### src/hdl/pwi_pkg.sv
package pwi_pkg;

	// Command codes carried by an input beat.
	typedef enum logic [1:0] {
		CMD_CLEAR  = 2'd0,
		CMD_APPEND = 2'd1,
		CMD_QUERY  = 2'd2
	} cmd_t;

	// Status codes returned with every result beat.
	typedef enum logic [1:0] {
		STS_OK    = 2'd0,
		STS_RANGE = 2'd1,
		STS_FULL  = 2'd2
	} status_t;

	// One stored table point: unsigned Q12.4 wavelength and signed Q16.16 value.
	typedef struct packed {
		logic [15:0]        wl;
		logic signed [31:0] val;
	} point_t;

	// Arithmetic widths of the interpolation datapath.
	localparam int WL_W   = 16;
	localparam int VAL_W  = 32;
	localparam int DY_W   = VAL_W + 1;
	localparam int DL_W   = WL_W + 1;
	localparam int PROD_W = DY_W + DL_W;
	localparam int MAG_W  = PROD_W - 1;
	localparam int SUM_W  = PROD_W + 1;
	localparam int DCNT_W = $clog2(MAG_W);

endpackage

### src/hdl/pwi_cell.sv
module pwi_cell (
	input  logic            clk,
	input  logic            shift,
	input  logic            load,
	input  pwi_pkg::point_t ld_pt,
	input  pwi_pkg::point_t nxt_pt,
	output pwi_pkg::point_t pt
);

	pwi_pkg::point_t pt_q;

	// A cell either takes a newly appended point or the point of its neighbor.
	always_ff @(posedge clk) begin
		if (load) begin
			pt_q <= ld_pt;
		end else if (shift) begin
			pt_q <= nxt_pt;
		end
	end

	assign pt = pt_q;

endmodule

### config.mk
export PLATFORM = sky130hd
export DESIGN_NAME = pwi_cell
export DESIGN_NICKNAME = d
export VERILOG_FILES = /design/src/hdl/pwi_pkg.sv /design/src/hdl/pwi_cell.sv
export SDC_FILE = /design/constraint.sdc
export NUM_CORES = 1
export LEC_CHECK = 0
export ABC_AREA = 1
export BUFFER_PORTS_ARGS = -buffer_cell sky130_fd_sc_hd__buf_2
export CORE_MARGIN = 2
export CORE_UTILIZATION = 45
export CTS_BUF_LIST = sky130_fd_sc_hd__clkbuf_2
export CTS_CLUSTER_DIAMETER = 200
export DETAILED_ROUTE_END_ITERATION = 12
export PLACE_DENSITY_LB_ADDON = 0.1
export SLEW_MARGIN = 15
export SYNTH_ARGS = -nofsm -noshare
export SYNTH_HDL_FRONTEND = slang
export SYNTH_SLANG_ARGS = --single-unit
### constraint.sdc
create_clock -name clk -period 5.2 [get_ports clk]
set_input_delay 1.04 -clock clk [delete_from_list [all_inputs] [get_ports clk]]
set_output_delay 1.04 -clock clk [all_outputs]
set_load 0.02 [all_outputs]
==> load_flow_metrics.sql <==
INSERT INTO impl_metrics (metric_group, metric, value, unit) VALUES
('power_and_ir_drop', 'static-leakage-power', '1.53', 'nW'),
('final_layout', 'multiInputGateArea', '547', 'µm²'),
('floorplanning', 'std_cell_rows', '24', ''),
('clock_tree', 'cts_tree', 'yes', ''),
('global_route', 'grt_max_degree', '51', ''),
('final_layout', 'design_area', '2830', 'µm²'),
('global_route', 'vias_in_the_first_global_route', '1665', ''),
('timing', 'period_minus_slack', '2.42', 'ns'),
('clock_tree', 'ctsHoldBuffers', '0', ''),
('clock_tree', 'clock-sinks', '48', ''),
('timing', 'setup_viol_count_final', '0', ''),
('synthesis', 'seq_area_frac_synth', '69.5', '%'),
('final_layout', 'layout-drive-gt1-share', '44.3', '%'),
('synthesis', 'syn_area_per_cell', '10.1', 'µm²'),
('timing', 'timing.final.hold_violations', '0', ''),
('setup_path', 'setup.worst_path.start_class', 'input port', ''),
('timing', 'slew_limit_headroom', '27.8', '%'),
('floorplanning', 'total_die_area', '5170', 'µm²'),
('global_route', 'grt_usage', '17.7', '%'),
('hold_path', 'hold_path_class', 'input port to flip-flop', ''),
('clock_tree', 'clock_tree.root_cell', 'sky130_fd_sc_hd__clkbuf_2', ''),
('synthesis', 'yosys_register_bits', '48', ''),
('outcome', 'result_of_the_run', 'finished clean', ''),
('setup_path', 'worst-path-buf-inv', '2', ''),
('global_route', 'globalRouteMet2Util', '30.0', '%'),
('setup_path', 'slowest_stage_delay_on_critical_path', '0.92', 'ns'),
('setup_path', 'arrival', '2.46', 'ns'),
('clock_tree', 'ctsLongestPathBuffers', '2', ''),
('timing', 'worst_slew_pin_slew', '1.08', 'ns'),
('final_layout', 'final_nets', '447', ''),
('floorplanning', 'die_y', '71.9', 'µm'),
('floorplanning', 'core_area', '4380', 'µm²'),
('setup_path', 'worstSetupPathType', 'input port to flip-flop', ''),
('timing', 'max_freq', '413', 'MHz'),
('global_route', 'grt_busiest_layer', 'met2', ''),
('setup_path', 'timing.critical_path.to_type', 'flip-flop', ''),
('drt', 'drc', '0', ''),
('floorplanning', 'num_io_pins', '147', ''),
('placed_design', 'placement.setup.worst_slack', '2.32', 'ns'),
('timing', 'final.setup.tns', '0', 'ns'),
('power_and_ir_drop', 'ir_worst_vdd', '0.181', 'mV'),
('timing', 'worst_slack', '2.78', 'ns'),
('setup_path', 'crit_path_max_fanout', '50', ''),
('drt', 'drt-vias-per-instance', '4.60', ''),
('global_route', 'gr-usage-met3', '6.39', '%'),
('global_route', 'groute.layer.met1.usage', '19.9', '%'),
('final_layout', 'layout.cells.most_common_list', 'sky130_fd_sc_hd__buf_2 (146), sky130_fd_sc_hd__nand2_1 (144), sky130_fd_sc_hd__edfxtp_1 (48)', ''),
('drt', 'initialDrtViolationCount', '99', ''),
('clock_tree', 'post_cts.repair.setup_buffers', '0', ''),
('synthesis', 'synthesis.instances', '205', ''),
('floorplanning', 'die_width', '71.9', 'µm'),
('clock_tree', 'clkTransAtPathRegs', '0.21', 'ns'),
('synthesis', 'synth_warnings', '0', ''),
('timing', 'timing.hold.ws', '0.885', 'ns'),
('synthesis', 'postSynthNetCount', '304', ''),
('placed_design', 'placement.cell_area', '2800', 'µm²'),
('final_layout', 'n_diodes', '0', ''),
('drt', 'wl_per_cell', '11.3', 'µm'),
('final_layout', 'largest_register_ffs', '48', ''),
('setup_path', 'worst_path_max_delay_cell', 'sky130_fd_sc_hd__or2_2', ''),
('drt', 'firstDrtPassIters', '4', ''),
('power_and_ir_drop', 'cellPowerDensity', '282', 'nW/µm²'),
('flow_run', 'timing.max_cap.violations', '0', ''),
('global_route', 'grt-ovfl-total', '0', ''),
('clock_tree', 'numCtsBuffers', '5', ''),
('final_layout', 'area_delta_synth_final', '36.3', '%'),
('drt', 'finalWirelength', '4.51', 'mm'),
('drt', 'routed-via-count', '1841', ''),
('timing', 'final.period_utilization', '46.5', '%'),
('drt', 'antenna_violating_nets_post_route', '0', ''),
('setup_path', 'path_delay_family', 'simple AND/OR/NAND/NOR gates', '');
==> cell families (layout without fill, tap and decap cells) <==
family	Yosys count	count (layout)	synth area share (%)
and+or+nand+nor	145	145	26.4
buffers and inverters	12	155	4.16
DFF	48	48	69.5
==> metrics by stage <==
| stage | std cells | util, % | total power [mW] |
|---|---|---|---|
| after floorplan | 205 | - | 0.595 |
| after global placement | 393 | 63.8 | 0.672 |
| after detailed placement | 393 | 63.8 | 0.675 |
| after CTS | 400 | 64.5 | 0.806 |
| after global routing | 400 | 64.5 | 0.838 |
| final | 400 | 64.5 | 0.797 |
==> power breakdown <==
part	leakage, nW	switching, mW	internal, mW
registers	0.494	0.00900	0.474
clock network	0.0239	0.106	0.0278
logic	1.01	0.113	0.0666
==> cell type report <==
type                       instances  share of cell area (%)
clock inverter                     2                   0.265
multi-input combinational        145                    19.3
timing repair buffer             147                    26.1
sequential                        48                    51.0
inverter                           1                   0.133
tap                               52                    2.30
clock buffer                       5                   0.885
==> cells in the mapped netlist (all sizes together) <==
library cell  number  area, µm²
nand2            144        541
edfxtp            48       1440
buf               11       82.6
inv                1       3.75
or2                1       6.26
==> path summary, 6_finish.rpt <==
kind | cells past startpoint | to | from
min | 3 | pt[23]$_DFFE_PP_ | nxt_pt[23]
max | 3 | pt[36]$_DFFE_PP_ | load
==> routing by layer <==
layer	wire length [µm]	part of all wire [%]
met5	0	0
met4	105	2.3
met3	550	12
met2	2170	48
met1	1690	37
Note: power is estimated with default switching activity, not from simulation.
