==> config.mk <==
export PLATFORM = sky130hd
export DESIGN_NAME = pwi_div
export DESIGN_NICKNAME = d
export VERILOG_FILES = /design/src/hdl/pwi_pkg.sv /design/src/hdl/pwi_div.sv
export SDC_FILE = /design/constraint.sdc
export NUM_CORES = 1
export LEC_CHECK = 0
export ABC_AREA = 1
export BUFFER_PORTS_ARGS = -buffer_cell sky130_fd_sc_hd__buf_2
export CAP_MARGIN = 20
export CORE_MARGIN = 3
export CORE_UTILIZATION = 45
export DETAILED_ROUTE_END_ITERATION = 10
export PLACE_DENSITY = 0.69
export SKIP_CTS_REPAIR_TIMING = 1
export SLEW_MARGIN = 10
export SYNTH_ARGS = -nofsm -noshare
export SYNTH_HDL_FRONTEND = slang
export SYNTH_SLANG_ARGS = --single-unit
export TNS_END_PERCENT = 20
==> constraint.sdc <==
create_clock -name clk -period 2.85 [get_ports clk]
set_input_delay 0.7125 -clock clk [delete_from_list [all_inputs] [get_ports clk]]
set_output_delay 0.7125 -clock clk [all_outputs]
set_load 0.005 [all_outputs]
==> src/hdl/pwi_pkg.sv <==
package pwi_pkg;

	// Command codes carried by an input beat.
	typedef enum logic [1:0] {
		CMD_CLEAR  = 2'd0,
		CMD_APPEND = 2'd1,
		CMD_QUERY  = 2'd2
	} cmd_t;

	// Status codes returned with every result beat.
	typedef enum logic [1:0] {
		STS_OK    = 2'd0,
		STS_RANGE = 2'd1,
		STS_FULL  = 2'd2
	} status_t;

	// One stored table point: unsigned Q12.4 wavelength and signed Q16.16 value.
	typedef struct packed {
		logic [15:0]        wl;
		logic signed [31:0] val;
	} point_t;

	// Arithmetic widths of the interpolation datapath.
	localparam int WL_W   = 16;
	localparam int VAL_W  = 32;
	localparam int DY_W   = VAL_W + 1;
	localparam int DL_W   = WL_W + 1;
	localparam int PROD_W = DY_W + DL_W;
	localparam int MAG_W  = PROD_W - 1;
	localparam int SUM_W  = PROD_W + 1;
	localparam int DCNT_W = $clog2(MAG_W);

endpackage

==> src/hdl/pwi_div.sv <==
module pwi_div (
	input  logic                        clk,
	input  logic                        arst_n,
	input  logic                        go,
	input  logic [pwi_pkg::MAG_W-1:0]   dvd,
	input  logic [pwi_pkg::WL_W-1:0]    dvs,
	output logic                        done,
	output logic [pwi_pkg::MAG_W-1:0]   quo
);

	logic [pwi_pkg::MAG_W-1:0]  quo_q;
	logic [pwi_pkg::WL_W-1:0]   rem_q;
	logic [pwi_pkg::WL_W-1:0]   dvs_q;
	logic [pwi_pkg::DCNT_W-1:0] cnt_q;
	logic                       run_q;
	logic                       done_q;
	logic [pwi_pkg::WL_W:0]     trial;
	logic [pwi_pkg::WL_W-1:0]   diff;
	logic                       ge;

	// One restoring step: bring down the next dividend bit and try a subtract.
	// The remainder stays below the divisor, so the difference fits the divisor width.
	assign trial = {rem_q, quo_q[pwi_pkg::MAG_W-1]};
	assign diff  = trial[pwi_pkg::WL_W-1:0] - dvs_q;
	assign ge    = trial >= {1'b0, dvs_q};

	// Control of the iteration count and the finish pulse.
	always_ff @(posedge clk or negedge arst_n) begin
		if (!arst_n) begin
			run_q  <= 1'b0;
			done_q <= 1'b0;
			cnt_q  <= '0;
		end else begin
			done_q <= !go && run_q && cnt_q == '0;
			if (go) begin
				run_q <= 1'b1;
				cnt_q <= pwi_pkg::DCNT_W'(pwi_pkg::MAG_W - 1);
			end else if (run_q) begin
				cnt_q <= cnt_q - 1'b1;
				if (cnt_q == '0) begin
					run_q <= 1'b0;
				end
			end
		end
	end

	// The dividend register shifts out its top bit and fills with quotient bits.
	always_ff @(posedge clk) begin
		if (go) begin
			quo_q <= dvd;
			rem_q <= '0;
			dvs_q <= dvs;
		end else if (run_q) begin
			quo_q <= {quo_q[pwi_pkg::MAG_W-2:0], ge};
			rem_q <= ge ? diff : trial[pwi_pkg::WL_W-1:0];
		end
	end

	assign done = done_q;
	assign quo  = quo_q;

endmodule

==> results.md <==
* Status: finished clean
* Pint at around 2.8 mW
* Post-Place Cell Area at 5620 um2
* Peak supply drop at just under 400 uV
* Tcrit/Tclk final at around four fifths
* Clock sinks at approximately 90
* Min-delay worst type: input pin to asynchronous set/reset pin
* Sw Share at around 40%
* Routed len/inst at ~13 um
* Number of enable flip-flop cells after synthesis at 65
* Number of synthesized register bits at around 90
* CP Launch Type: flop
* Critical-path cell list: inv_1 > ha_1 > a21oi_1 > o21a_2 > nand2_4 > nor2_4 > nand2_4 > nand2_1 > nand3_1 > nand2_1
* Crit path max-delay cell type: nor2_4
* Largest net degree at the start of global routing at 54
* Initial drt markers at 250
* Worst-path fanout max at 18
* R2R Path Start: dvs_q[14]
* Tmin final at ~2200 ps
* Top cell type's share of synthesized area at 39.8%
* Max-Slew Margin vs Limit at between 40% and 50%
* Sw power at 1.85 mW
* Comb pwr share at around two fifths
* Crit path DAT at 2550 ps
* R2r setup slk at 610 ps
* Initial antenna violation count at 0
* Detail Placement HPWL at just over 8000 um
* Area growth syn-to-layout at 19.2%
* Rows at 37
* Height of the chip at about 110 um
* Lkg Pwr at around 3.2 nW
* Root Driver: clkbuf_8
* Asr flop ratio synth at 8.99%
* Core box area at ~10,000 um2
* Port-buffer cells at about 120
* Cells after Synth at 600
* Fmax at 447 MHz
* CTS tree: done
* Diode count at 0
* # nets final at ~800
* Critical path launch point: dvs_q[14]
* Critical path data required time at around 3200 ps
* Seq/Total Area, Yosys at roughly half
* Mean Syn Cell Area at around 8.2 um2
* Non-Filler Cell Area, Final at around 6000 um2
* Yosys cell types at 36
* Via count at 4,095
* Yosys Warn Count at 0
* Die area at roughly 12,000 um2
* Setup Crit Path Kind: flop to flop
* Crit path largest cell delay at 410 ps
* WL final at 11,100 um
* Clock power share at 20.6%
* Boundary Pins at 118
* Number of global-route vias before repair at 3,967
* Die W at 110 um
* Main synth FF type: edfxtp_1
* Total Routing Usage GR at around 20%
* Via density at around 4.8
* Max cap viols at 0
* Final hold vios at 0
* Worst-skew pair later-pin latency at 370 ps
* ANT nets after route at 0
* Longest Clk Path Bufs at 2
* Worst-path clk slew at around 100 ps
* Post-Syn Nets at slightly below 700
* Initial Util at 46.8%
* Place WS at slightly above 600 ps
* Final worst slack at approximately 610 ps
* Final setup vio count at 0
* Final core area utilization at roughly 56%
* H-tree depth at 3
* Pre-antenna DRT Iters at 5
* TritonCTS Buffers at 9
* Crit. End Element: flop
* Final Skew at 7.14 ps
* First-pass GRT wire length at approximately 18,000 um
* Remaining Overflow, GRT at 0
* Worst slew pin tran at between 800 and 900 ps
* Mapped Area at about 4900 um2
* Power Dens Cells at around 790 nW/um2
* Hold_ws at about 160 ps
* GPL Wtd Cong at roughly 0.88
* RSZ-0062 raised after global routing: no
* Sequential Power Share at 37.8%
* Largest area contributor in the netlist: edfxtp_1
* Setup TNS Final at 0 ps
* Layout cell share with drive strength beyond 1 at between 20% and 30%
* DRC viols at 0
* Synth top area cells: edfxtp_1, nand2_1, dfxtp_1, inv_1, ha_1
* Max Slew Vio Count at 0
## cells in the final DEF, fill, tap and decap left out, drive strengths merged, types with 2 or more instances in the layout
master,instances
nor2,16
nand4,4
ha,18
inv,85
buf,122
dfrtp,8
nand2,291
a21oi,13
edfxtp,65
clkbuf,11
xnor2,5
clkinv,2
o21ai,5
nor3,4
nand3,43
nand3b,4
dfxtp,16
## power by group through the flow
stage,clock network [mW],registers (mW),logic [mW]
floorplan,0,1.76,1.56
global placement,0,1.78,1.90
detailed placement,0,1.78,1.93
CTS,0.983,1.76,1.94
global route,1.04,1.79,2.22
finish,0.958,1.76,1.93
## cells in the mapped netlist, types with 5 or more instances
master      n
o21ai_0     5
nand2_1   271
clkbuf_1   12
inv_1      78
dfxtp_1    16
edfxtp_1   65
xnor2_1     5
nor2_1     11
a21oi_1    13
nand3_1    38
nand2_2    16
ha_1       18
dfrtp_1     8
## sequential cells by signal, summed over array words and instances, names as in the netlist
| register | cells |
|---|---|
| quo | 49 |
| dvs_q | 16 |
| rem_q | 16 |
| cnt_q | 6 |
| done | 1 |
| run_q | 1 |
## critical path, delay by kind of cell, from the launching register on
family | cells | cell delay (ps)
fa+ha+maj | 1 | 340
buf+inv | 1 | 40
simple gates | 6 | 1050
compound gates | 2 | 420
flops | 1 | 340
## path summary, 6_finish.rpt
path,endpoint,depth (start not counted)
max in group asynchronous,cnt_q[0],1
min reg2reg,rem_q[2],2
min in group clk,rem_q[2],2
max,rem_q[10],10
min,done,1
max reg2reg,rem_q[10],10
## cells by family after synthesis
family | count (synthesis) | share of synthesized area (%)
simple gates | 365 | 32.9
compound gates | 22 | 2.43
xor+xnor | 6 | 1.07
buf+inv | 99 | 8.12
flops | 89 | 50.5
fa+ha+maj | 19 | 5.01
## cell type report
| type | instances | area (um2) |
|---|---|---|
| fill | 1031 | 4620 |
| clock inverter | 5 | 48.8 |
| clock buffer | 11 | 174 |
| multi-input combinational | 412 | 2030 |
| tap | 136 | 170 |
| timing repair buffer | 122 | 636 |
| sequential | 89 | 2470 |
| inverter | 82 | 308 |
## routing by layer
layer	track usage, %	wire length, um
met4	6.60	180
met2	31.7	5120
met5	0	0
met3	6.81	850
met1	24.7	4970
## through the flow
| step | power [mW] | cells |
|---|---|---|
| after floorplan | 3.32 | 600 |
| after global placement | 3.68 | 841 |
| after detailed placement | 3.71 | 841 |
| after CTS | 4.68 | 857 |
| after global routing | 5.04 | 857 |
| final | 4.64 | 857 |
Power figures use the tool's default switching activity.
